### config.mk
export PLATFORM = sky130hd
export DESIGN_NAME = bresenham_line_rasterizer_core_flat
export DESIGN_NICKNAME = d
export VERILOG_FILES = /design/src/rtl/core/brl_pkg.sv /design/src/rtl/core/brl_interfaces.sv /design/src/rtl/core/bresenham_line_rasterizer_core.sv /design/src/rtl/core/brl_controller.sv /design/src/rtl/core/brl_datapath.sv /design/src/flat_wrapper.sv
export SDC_FILE = /design/constraint.sdc
export NUM_CORES = 1
export LEC_CHECK = 0
export ABC_AREA = 1
export BUFFER_PORTS_ARGS = -buffer_cell sky130_fd_sc_hd__buf_2
export CAP_MARGIN = 20
export CORE_MARGIN = 2
export CORE_UTILIZATION = 60
export DETAILED_ROUTE_END_ITERATION = 12
export HOLD_SLACK_MARGIN = 0.08
export PLACE_DENSITY = 0.81
export SETUP_SLACK_MARGIN = 0.4
export SYNTH_ARGS = -nofsm -noshare
export SYNTH_HDL_FRONTEND = slang
export SYNTH_SLANG_ARGS = --single-unit
export TNS_END_PERCENT = 1
### constraint.sdc
create_clock -name clk -period 7.1 [get_ports clk]
set_input_delay 0 -clock clk [delete_from_list [all_inputs] [get_ports clk]]
set_output_delay 0 -clock clk [all_outputs]
set_load 0.01 [all_outputs]
### src/rtl/core/brl_pkg.sv
// Shared constants and control types of the Bresenham line rasterizer.
// Depends on nothing; used by the controller, the datapath and the top level.
package brl_pkg;

  // Default coordinate width in bits.
  localparam int COORD_WIDTH = 6;

  // Commands from the controller to the datapath.
  typedef struct packed {
    logic load;   // capture a new line request
    logic push;   // write the current pixel into the output register
    logic drain;  // the output register is taken this cycle
  } cmd_t;

  // Status from the datapath to the controller.
  typedef struct packed {
    logic stop;       // the current pixel ends the walk
    logic out_valid;  // the output register holds a pixel
  } status_t;

endpackage

### src/rtl/core/brl_interfaces.sv
// Valid/ready channel interfaces for line requests and pixel results.
// Depends on brl_pkg for the default coordinate width.
interface brl_cmd_if #(
  parameter int COORD_WIDTH = brl_pkg::COORD_WIDTH
);
  logic                   valid;
  logic                   ready;
  logic [COORD_WIDTH-1:0] start_x;
  logic [COORD_WIDTH-1:0] start_y;
  logic [COORD_WIDTH-1:0] end_x;
  logic [COORD_WIDTH-1:0] end_y;

  modport source (output valid, start_x, start_y, end_x, end_y, input ready);
  modport sink (input valid, start_x, start_y, end_x, end_y, output ready);
endinterface

interface brl_pixel_if #(
  parameter int COORD_WIDTH = brl_pkg::COORD_WIDTH
);
  logic                   valid;
  logic                   ready;
  logic [COORD_WIDTH-1:0] pixel_x;
  logic [COORD_WIDTH-1:0] pixel_y;
  logic                   last;

  modport source (output valid, pixel_x, pixel_y, last, input ready);
  modport sink (input valid, pixel_x, pixel_y, last, output ready);
endinterface

### src/rtl/core/bresenham_line_rasterizer_core.sv
// Bresenham line rasterizer: takes one line request and emits every pixel of
// the all-octant line from start to end, one pixel a cycle unless the output
// stalls, marking the last. A request is captured into the walker registers
// and then walked by a single step unit; a line from start to end holds
// max(|dx|,|dy|)+1 pixels. The next request is accepted once the final pixel
// sits in the output register, while it still waits to be taken. Depends on
// brl_pkg and brl_interfaces.
module bresenham_line_rasterizer_core #(
  parameter int COORD_WIDTH = brl_pkg::COORD_WIDTH
) (
  input  logic      clk,
  input  logic      rst,
  brl_cmd_if.sink   cmd,
  brl_pixel_if.source pix
);

  brl_pkg::cmd_t    dp_cmd;
  brl_pkg::status_t dp_status;

  // Sequencing of request capture, stepping and output handoff.
  brl_controller u_ctrl (
    .clk       (clk),
    .rst       (rst),
    .in_valid  (cmd.valid),
    .in_ready  (cmd.ready),
    .out_ready (pix.ready),
    .status    (dp_status),
    .cmd       (dp_cmd)
  );

  // Walker and output register.
  brl_datapath #(
    .COORD_WIDTH (COORD_WIDTH)
  ) u_dp (
    .clk     (clk),
    .rst     (rst),
    .cmd     (dp_cmd),
    .start_x (cmd.start_x),
    .start_y (cmd.start_y),
    .end_x   (cmd.end_x),
    .end_y   (cmd.end_y),
    .status  (dp_status),
    .pixel_x (pix.pixel_x),
    .pixel_y (pix.pixel_y),
    .last    (pix.last)
  );

  assign pix.valid = dp_status.out_valid;

endmodule

### src/rtl/core/brl_controller.sv
// Controller state machine of the Bresenham line rasterizer.
// Depends on brl_pkg for the command and status types.
module brl_controller (
  input  logic              clk,
  input  logic              rst,
  input  logic              in_valid,
  output logic              in_ready,
  input  logic              out_ready,
  input  brl_pkg::status_t  status,
  output brl_pkg::cmd_t     cmd
);

  localparam logic StIdle = 1'b0;
  localparam logic StWalk = 1'b1;

  logic state;
  logic state_next;

  // Handshake and datapath commands.
  always_comb begin
    in_ready  = (state == StIdle);
    cmd.load  = in_valid && (state == StIdle);
    cmd.push  = (state == StWalk) && (!status.out_valid || out_ready);
    cmd.drain = status.out_valid && out_ready;
  end

  // Next state: walk from request capture until the final pixel is pushed.
  always_comb begin
    state_next = state;
    case (state)
      StIdle: begin
        if (cmd.load) begin
          state_next = StWalk;
        end
      end
      StWalk: begin
        if (cmd.push && status.stop) begin
          state_next = StIdle;
        end
      end
      default: state_next = StIdle;
    endcase
  end

  always_ff @(posedge clk) begin
    if (rst) begin
      state <= StIdle;
    end else begin
      state <= state_next;
    end
  end

endmodule

### src/rtl/core/brl_datapath.sv
// Datapath of the Bresenham line rasterizer: walker registers, step unit
// and the output register. Depends on brl_pkg for the command and status types.
module brl_datapath #(
  parameter int COORD_WIDTH = brl_pkg::COORD_WIDTH
) (
  input  logic                   clk,
  input  logic                   rst,
  input  brl_pkg::cmd_t          cmd,
  input  logic [COORD_WIDTH-1:0] start_x,
  input  logic [COORD_WIDTH-1:0] start_y,
  input  logic [COORD_WIDTH-1:0] end_x,
  input  logic [COORD_WIDTH-1:0] end_y,
  output brl_pkg::status_t       status,
  output logic [COORD_WIDTH-1:0] pixel_x,
  output logic [COORD_WIDTH-1:0] pixel_y,
  output logic                   last
);

  localparam int ErrWidth = COORD_WIDTH + 2;
  localparam int CmpWidth = COORD_WIDTH + 4;
  localparam int ExtWidth = CmpWidth - COORD_WIDTH;

  logic [COORD_WIDTH-1:0] cur_x;
  logic [COORD_WIDTH-1:0] cur_y;
  logic [COORD_WIDTH-1:0] target_x;
  logic [COORD_WIDTH-1:0] target_y;
  logic [COORD_WIDTH-1:0] delta_x;
  logic [COORD_WIDTH-1:0] delta_y;
  logic [ErrWidth-1:0]    error_term;
  logic                   step_x_negative;
  logic                   step_y_negative;
  logic [COORD_WIDTH-1:0] count;
  logic                   out_valid;

  logic [COORD_WIDTH-1:0] load_dx;
  logic [COORD_WIDTH-1:0] load_dy;
  logic [ErrWidth-1:0]    load_err;
  logic signed [CmpWidth-1:0] doubled;
  logic signed [CmpWidth-1:0] dx_ext;
  logic signed [CmpWidth-1:0] dy_ext;
  logic signed [CmpWidth-1:0] err_ext;
  logic signed [CmpWidth-1:0] err_sum;
  logic                   adv_x;
  logic                   adv_y;
  logic                   done;

  // Absolute deltas and initial error of a new request.
  always_comb begin
    load_dx  = (end_x >= start_x) ? (end_x - start_x) : (start_x - end_x);
    load_dy  = (end_y >= start_y) ? (end_y - start_y) : (start_y - end_y);
    load_err = {2'b00, load_dx} - {2'b00, load_dy};
  end

  // One Bresenham step: compare the doubled error against both deltas.
  always_comb begin
    dx_ext  = $signed({{ExtWidth{1'b0}}, delta_x});
    dy_ext  = $signed({{ExtWidth{1'b0}}, delta_y});
    err_ext = $signed({{(CmpWidth-ErrWidth){error_term[ErrWidth-1]}}, error_term});
    doubled = $signed({error_term[ErrWidth-1], error_term[ErrWidth-1],
                       error_term[ErrWidth-2:0], 1'b0});
    adv_x   = doubled > -dy_ext;
    adv_y   = doubled < dx_ext;
    err_sum = err_ext - (adv_x ? dy_ext : '0) + (adv_y ? dx_ext : '0);
    done    = (cur_x == target_x) && (cur_y == target_y);
  end

  // Walker registers.
  always_ff @(posedge clk) begin
    if (cmd.load) begin
      cur_x           <= start_x;
      cur_y           <= start_y;
      target_x        <= end_x;
      target_y        <= end_y;
      delta_x         <= load_dx;
      delta_y         <= load_dy;
      error_term      <= load_err;
      step_x_negative <= !(start_x < end_x);
      step_y_negative <= !(start_y < end_y);
      count           <= '0;
    end else if (cmd.push) begin
      count      <= count + 1'b1;
      error_term <= err_sum[ErrWidth-1:0];
      if (adv_x) begin
        cur_x <= step_x_negative ? cur_x - 1'b1 : cur_x + 1'b1;
      end
      if (adv_y) begin
        cur_y <= step_y_negative ? cur_y - 1'b1 : cur_y + 1'b1;
      end
    end
  end

  // Output register valid flag.
  always_ff @(posedge clk) begin
    if (rst) begin
      out_valid <= 1'b0;
    end else if (cmd.push) begin
      out_valid <= 1'b1;
    end else if (cmd.drain) begin
      out_valid <= 1'b0;
    end
  end

  // Output register payload.
  always_ff @(posedge clk) begin
    if (cmd.push) begin
      pixel_x <= cur_x;
      pixel_y <= cur_y;
      last    <= done;
    end
  end

  // The walk ends at the end point, or at the pixel count guard.
  always_comb begin
    status.stop      = done || (&count);
    status.out_valid = out_valid;
  end

endmodule

### src/flat_wrapper.sv
// flat-port wrapper written by rule: the top's interface ports become plain ports
module bresenham_line_rasterizer_core_flat 
#(
  parameter int COORD_WIDTH = brl_pkg::COORD_WIDTH
)
  (clk, rst, cmd_valid, cmd_start_x, cmd_start_y, cmd_end_x, cmd_end_y, cmd_ready, pix_valid, pix_pixel_x, pix_pixel_y, pix_last, pix_ready);
  brl_cmd_if #(.COORD_WIDTH(COORD_WIDTH)) cmd_i ();
  brl_pixel_if #(.COORD_WIDTH(COORD_WIDTH)) pix_i ();
  input  logic clk;
  input  logic rst;
  input wire logic [$bits(cmd_i.valid)-1:0] cmd_valid;
  input wire logic [$bits(cmd_i.start_x)-1:0] cmd_start_x;
  input wire logic [$bits(cmd_i.start_y)-1:0] cmd_start_y;
  input wire logic [$bits(cmd_i.end_x)-1:0] cmd_end_x;
  input wire logic [$bits(cmd_i.end_y)-1:0] cmd_end_y;
  output wire logic [$bits(cmd_i.ready)-1:0] cmd_ready;
  output wire logic [$bits(pix_i.valid)-1:0] pix_valid;
  output wire logic [$bits(pix_i.pixel_x)-1:0] pix_pixel_x;
  output wire logic [$bits(pix_i.pixel_y)-1:0] pix_pixel_y;
  output wire logic [$bits(pix_i.last)-1:0] pix_last;
  input wire logic [$bits(pix_i.ready)-1:0] pix_ready;
  assign cmd_i.valid = cmd_valid;
  assign cmd_i.start_x = cmd_start_x;
  assign cmd_i.start_y = cmd_start_y;
  assign cmd_i.end_x = cmd_end_x;
  assign cmd_i.end_y = cmd_end_y;
  assign cmd_ready = cmd_i.ready;
  assign pix_valid = pix_i.valid;
  assign pix_pixel_x = pix_i.pixel_x;
  assign pix_pixel_y = pix_i.pixel_y;
  assign pix_last = pix_i.last;
  assign pix_i.ready = pix_ready;
  bresenham_line_rasterizer_core #(.COORD_WIDTH(COORD_WIDTH)) u_core (.clk(clk), .rst(rst), .cmd(cmd_i), .pix(pix_i));
endmodule
## Yosys cells after proc, flatten, opt, wreduce, memory -nomap -nowiden

Index checks and enable logic that the tools add are counted.
Widths: inputs -> output; s select.

| cells by class | value |
|---|---|
| equal/unequal tests | 2 |
| reduce and logical (&&, ||, !) cells | 17 |
| bitwise gates (word level) | 1 |
| magnitude comparators | 6 |
| mux-type cells | 19 |
| $add $sub $neg | 13 |

Operators with widths:

| operator | number |
|---|---|
| $mux 6 | 12 |
| $sub 6x6->6 | 4 |
| $add 6x1->6 const B | 3 |
| $mux 8 | 2 |
| $eq 6x6->1 | 2 |
| $ge 6x6->1 | 2 |
| $lt 6x6->1 | 2 |
| $sub 6x1->6 const B | 2 |
| $gt 9x10->1 | 1 |
| $neg 6->10 | 1 |
| $lt 9x7->1 | 1 |
| $add 8x7->8 | 1 |
| $reduce_bool 2->1 | 4 |
| $sub 8x7->8 | 1 |
| $sub 6x6->7 | 1 |
| $reduce_and 6->1 | 1 |
| $logic_and 1x1->1 | 5 |
| $mux 1 | 4 |
| $reduce_and 2->1 | 2 |
| $logic_not 1->1 | 3 |
| $logic_or 1x1->1 | 2 |
| $pmux 1 s2 | 1 |
| $not 1->1 | 1 |

| storage, ports and cells | value |
|---|---|
| bits in registers | 67 |
| input port bits | 28 |

## Depth between registers and ports, before layout

| logic depth | value |
|---|---|
| depth in word-level cells | 7 |
| depth in mapped cells | 24 |
| depth with buffers taken out | 24 |

## Modules after synthesis

Synthesis repeated with hierarchy kept, for this count alone.

| second synthesis, totals | value |
|---|---|
| cells, all modules | 652 |
| area, all modules | 5,386.4 um2 |

By module, submodules not included:

| module | cells each | sequential area each (um2) | instances | area each (um2) |
|---|---|---|---|---|
| brl_datapath | 638 | 1,911.8 | 1 | 5,308.8 |
| brl_controller | 14 | 20.0 | 1 | 77.6 |

## Least setup slack after synthesis

Ideal clock, no wire load.

| timing | value |
|---|---|
| path kind | register to register |
| start point | register u_core.u_dp.delta_y[1] |
| end point | register u_core.u_dp.error_term[5] (data pin) |
| arrival time | 3.352 ns |
| required time | 6.842 ns |
| library setup time | 0.258 ns |
| path slack | 3.490 ns |
| period minus slack after synthesis | 3.610 ns |
| cell stages (with the launch flop) | 22 |
| cell sequence | edfxtp_1 -> nor3_1 -> nand3_1 -> xor2_1 -> ha_1 -> nand2_1 -> inv_1 -> nand2_1 -> nand2_1 -> nand2_1 -> nand4_1 -> nand3_2 -> nor2_1 -> fa_1 -> inv_1 -> ha_1 -> a21oi_1 -> nand2_1 -> a21oi_1 -> nor2_1 -> o21ai_0 -> nand2_1 |

| between the ends | value |
|---|---|
| longest elaborated chain between the ends | 7 |

RTL lines:

| what | RTL line | text |
|---|---|---|
| from (decl) | brl_datapath.sv:28 | `logic [COORD_WIDTH-1:0] delta_y;` |
| from (signal assigned) | brl_datapath.sv:75 | `delta_y <= load_dy;` |
| $neg 6->10 | brl_datapath.sv:61 | `adv_x = doubled > -dy_ext;` |
| $gt 9x10->1 | brl_datapath.sv:61 |  |
| $mux 6 (*) | brl_datapath.sv:63 | `err_sum = err_ext - (adv_x ? dy_ext : '0) + (adv_y ? dx_ext : '0);` |
| $sub 8x7->8 (*) | brl_datapath.sv:63 |  |
| $add 8x7->8 (*) | brl_datapath.sv:63 |  |
| $mux 8 (*) | brl_datapath.sv:80 | `end else if (cmd.push) begin` |
| $mux 8 (*) | brl_datapath.sv:69 | `if (cmd.load) begin` |
| to (signal assigned) | brl_datapath.sv:76 | `error_term <= load_err;` |
| to (signal assigned) | brl_datapath.sv:82 | `error_term <= err_sum[ErrWidth-1:0];` |
| to (decl) | brl_datapath.sv:29 | `logic [ErrWidth-1:0] error_term;` |

Every way passes the cells marked *; elsewhere a longest branch is shown, timed or not. The select of a mux whose other input is x is not followed.
A chain may end at the register's enable or synchronous reset.

## Final worst setup path

Same ends and word-level chain as after synthesis.

==> reports/qor.txt <==
DR vias/cell -> 5.452
R2R Path End -> u_core.u_dp.error_term[5]$_DFFE_PP_
Fill count -> 645
Top layer in use -> met4
Final setup TNS -> 0 ns
Total gr overflow -> 0
DR DRC count -> 0
Total Nets Final -> 800
Worst Hold Path EP -> u_core.u_dp.cur_y[5]$_DFFE_PP_
Worst-Margin Slew -> 0.8010 ns
Post-CTS Resized -> 0
Required @ worst endpoint -> 7.20 ns
DRT antenna net count -> 0
First-pass DRT Iterations -> 5
Port Buffers -> 42
Number of H-tree levels -> 3
Worst-case reg-to-reg path depth -> 21
Static Leakage -> 2.995 nW
Initial Utilization -> 61.46%
Clock root cell -> clkbuf_8
YS warnings -> 0
Setup repair bufs after CTS -> 0
Fraction of the yosys area taken by sequential cells -> 36.40%
Ant. Diodes -> 0
Final Hold Viols -> 0
Bufs on Longest Clock Path -> 2
Hold Buf Count CTS -> 24
Met3 WL -> 671 um
Mapped Nets -> 730
Mapped Area -> 5308 sq um
Avg Synthesized Cell Area -> 8.465 sq um
Share of cells above drive strength 1 -> 10.68%
Clk slew on worst S/H paths -> 0.07 ns
CTS tree -> done
FMAX -> 0.2444 GHz
Hold_sp -> cmd_start_y[5]
Met2 Wirelength -> 6.017 mm
Gp weighted congestion -> 0.9120
Max Slew Vio Count -> 0
Metal1 wirelength -> 4.951 mm
EDFF count, synth -> 59
Estimated wirelength of the detail-placed design -> 9.014 mm
Die X-Extent -> 98.06 um
Core Rows -> 34
Chip height -> 98.06 um
R2R Path Start -> u_core.u_dp.delta_y[1]$_DFFE_PP_
Arrival time worst endpoint -> 4.19 ns
PwrDens -> 336.4 nW/um^2
Top post-synthesis cells by area -> edfxtp_1 (33%), ha_1 (15%), inv_1 (9.2%), nand2_1 (8.0%), fa_1 (4.9%)
Crit path kind -> reg2reg
Total global-route track usage -> 26.76%
Cts bufs inserted -> 9
Vias -> 4416
Initial antenna violation count -> 0
Endpoint class of the critical path -> flop
Hold depth -> 3
Reg2Reg Setup Slack -> 3.01 ns
Mapped Cells -> 627
CP Launch Type -> flop
Top Ports -> 43
Drt total wl -> 12.02 mm
Top FF cell, synth -> edfxtp_1
Wire length per cell -> 14.84 um
Cell total after placement -> 770
Area grow syn2layout -> 13.34%
Min-delay worst type -> in2reg
Post-synth top area cell -> edfxtp_1
Worst rel slew slack -> 46.54%
Fraction of registers with async set/reset -> 0%
DIE AREA -> 9615 sq um
Crit path max fanout -> 6
Max-cap violations -> 0
Post-synth top area share -> 33.38%
Post-Layout Cell Count -> 810
Clk_lat worst skew -> 0.35 ns
Fin Clk Skew -> 0.01370 ns
CTS sink cnt -> 67
Largest net degree at the start of global routing -> 50
Library cells used by synthesis -> 39
Core ar. -> 8636 sq um
CP startpoint -> u_core.u_dp.delta_y[1]$_DFFE_PP_
Global-route wire length before repair -> 20.73 mm
Min Tclk post-route -> 4.092 ns
Status -> completed
Initial drt markers -> 290
Vias in the first global route -> 4644
Setup violators final -> 0
Yosys reg bits -> 67
Peak supply drop -> 0.1917 mV
Crit share post-route -> 57.63%
RSZ-0062 raised after global routing -> false
## through the flow
stage               hold slack [ns]  total power, mW  utilization [%]  instance area, sq um  setup slack, ns
finish                      0.09225            2.024            69.66                  6016            3.008
global route                 0.1365            2.215            69.66                  6016            2.599
CTS                         0.08600            2.007            69.66                  6016            3.062
detailed placement           0.1805            1.710            65.01                  5614            3.084
global placement             0.1722            1.645            65.01                  5614            3.282
floorplan                   0.06907            1.450                -                  5308            3.490
## synthesized netlist by cell type, types with 13 or more instances
library cell and count:
a21oi_1 35, fa_1 13, o21ai_0 38, nand4_1 13
xor2_1 18, ha_1 62, nor2_1 36, nand3_1 24
nand2_1 113, inv_1 130, xnor2_1 18, edfxtp_1 59
## sequential cells by signal, indices dropped and copies added (netlist names), 6 cells and up
name,count
u_core.u_dp.count,6
u_core.u_dp.delta_x,6
u_core.u_dp.target_y,6
u_core.u_dp.cur_y,6
u_core.u_dp.pixel_y,6
u_core.u_dp.target_x,6
u_core.u_dp.cur_x,6
u_core.u_dp.delta_y,6
u_core.u_dp.error_term,8
u_core.u_dp.pixel_x,6
## power by group
part	switching, mW	internal [mW]
registers	0.0710	0.554
logic	0.678	0.445
clock network	0.149	0.126
## placed cells by master (no fill, tap or decap), types with 2 or more instances in the layout
| master | netlist | final |
|---|---|---|
| buf_2 | 2 | 42 |
| fa_1 | 13 | 13 |
| o21ai_1 | 4 | 4 |
| a31oi_1 | 4 | 4 |
| ha_1 | 62 | 62 |
| xnor2_1 | 18 | 18 |
| clkbuf_8 | 0 | 9 |
| o22ai_1 | 4 | 4 |
| a21oi_1 | 35 | 35 |
| nor2_1 | 36 | 36 |
| inv_4 | 1 | 2 |
| nand3_2 | 2 | 2 |
| o21bai_1 | 2 | 2 |
| nand4_1 | 13 | 13 |
| nor2_4 | 1 | 2 |
| edfxtp_1 | 59 | 59 |
| nor3_1 | 8 | 8 |
| nand2_1 | 113 | 113 |
| clkbuf_1 | 2 | 2 |
| inv_2 | 3 | 3 |
| nand3_1 | 24 | 24 |
| nand2_2 | 6 | 6 |
| and2_1 | 2 | 2 |
| dlygate4sd3_1 | 0 | 24 |
| o211ai_1 | 4 | 4 |
| a21o_1 | 2 | 2 |
| inv_1 | 130 | 130 |
| o21ai_0 | 38 | 38 |
| xor2_1 | 18 | 18 |
| clkinv_2 | 0 | 3 |
| dfxtp_1 | 8 | 8 |
## area by class of cell
type	instances	area [sq um]	area share (%)
multi-input combinational	418	2824	46.94
sequential	67	1932	32.11
inverter	134	505.5	8.403
timing repair buffer	67	457.9	7.612
tap	108	135.1	2.246
clock buffer	11	131.4	2.184
clock inverter	5	30.03	0.4992
## critical path: stages, from the launching register on
cell	delay, ns
edfxtp_1	0.44
nor3_1	0.32
nand3_1	0.20
xor2_1	0.18
ha_1	0.30
nand2_1	0.11
inv_1	0.05
nand2_1	0.06
nand2_1	0.05
nand2_1	0.07
nand4_1	0.13
nand3_2	0.18
nor2_1	0.08
fa_1	0.51
inv_1	0.04
ha_1	0.36
a21oi_1	0.15
nand2_1	0.12
a21oi_1	0.22
nor2_1	0.06
o21ai_0	0.16
nand2_1	0.07
## kinds of logic after synthesis
family	synth area share, %
simple gates	17.35
mux	0.1886
buf+inv	10.49
xor+xnor	5.941
fa+ha+maj	19.52
compound gates	10.11
flops	36.40
## metal layers
metal	vias to the layer above	track usage, %
met5	-	0
met4	0	12.82
met3	33	3.865
met2	154	46.42
met1	2050	32.83
li1	2179	-
## how the worst max path moves through the flow
stage                                                     end  slack, ns
after floorplan           u_core.u_dp.error_term[5]$_DFFE_PP_       3.49
after global placement    u_core.u_dp.error_term[5]$_DFFE_PP_       3.28
after detailed placement  u_core.u_dp.error_term[5]$_DFFE_PP_       3.08
after CTS                 u_core.u_dp.error_term[5]$_DFFE_PP_       3.06
after global routing      u_core.u_dp.error_term[5]$_DFFE_PP_       2.60
final                     u_core.u_dp.error_term[5]$_DFFE_PP_       3.01
(Power assumes the default switching activity.)
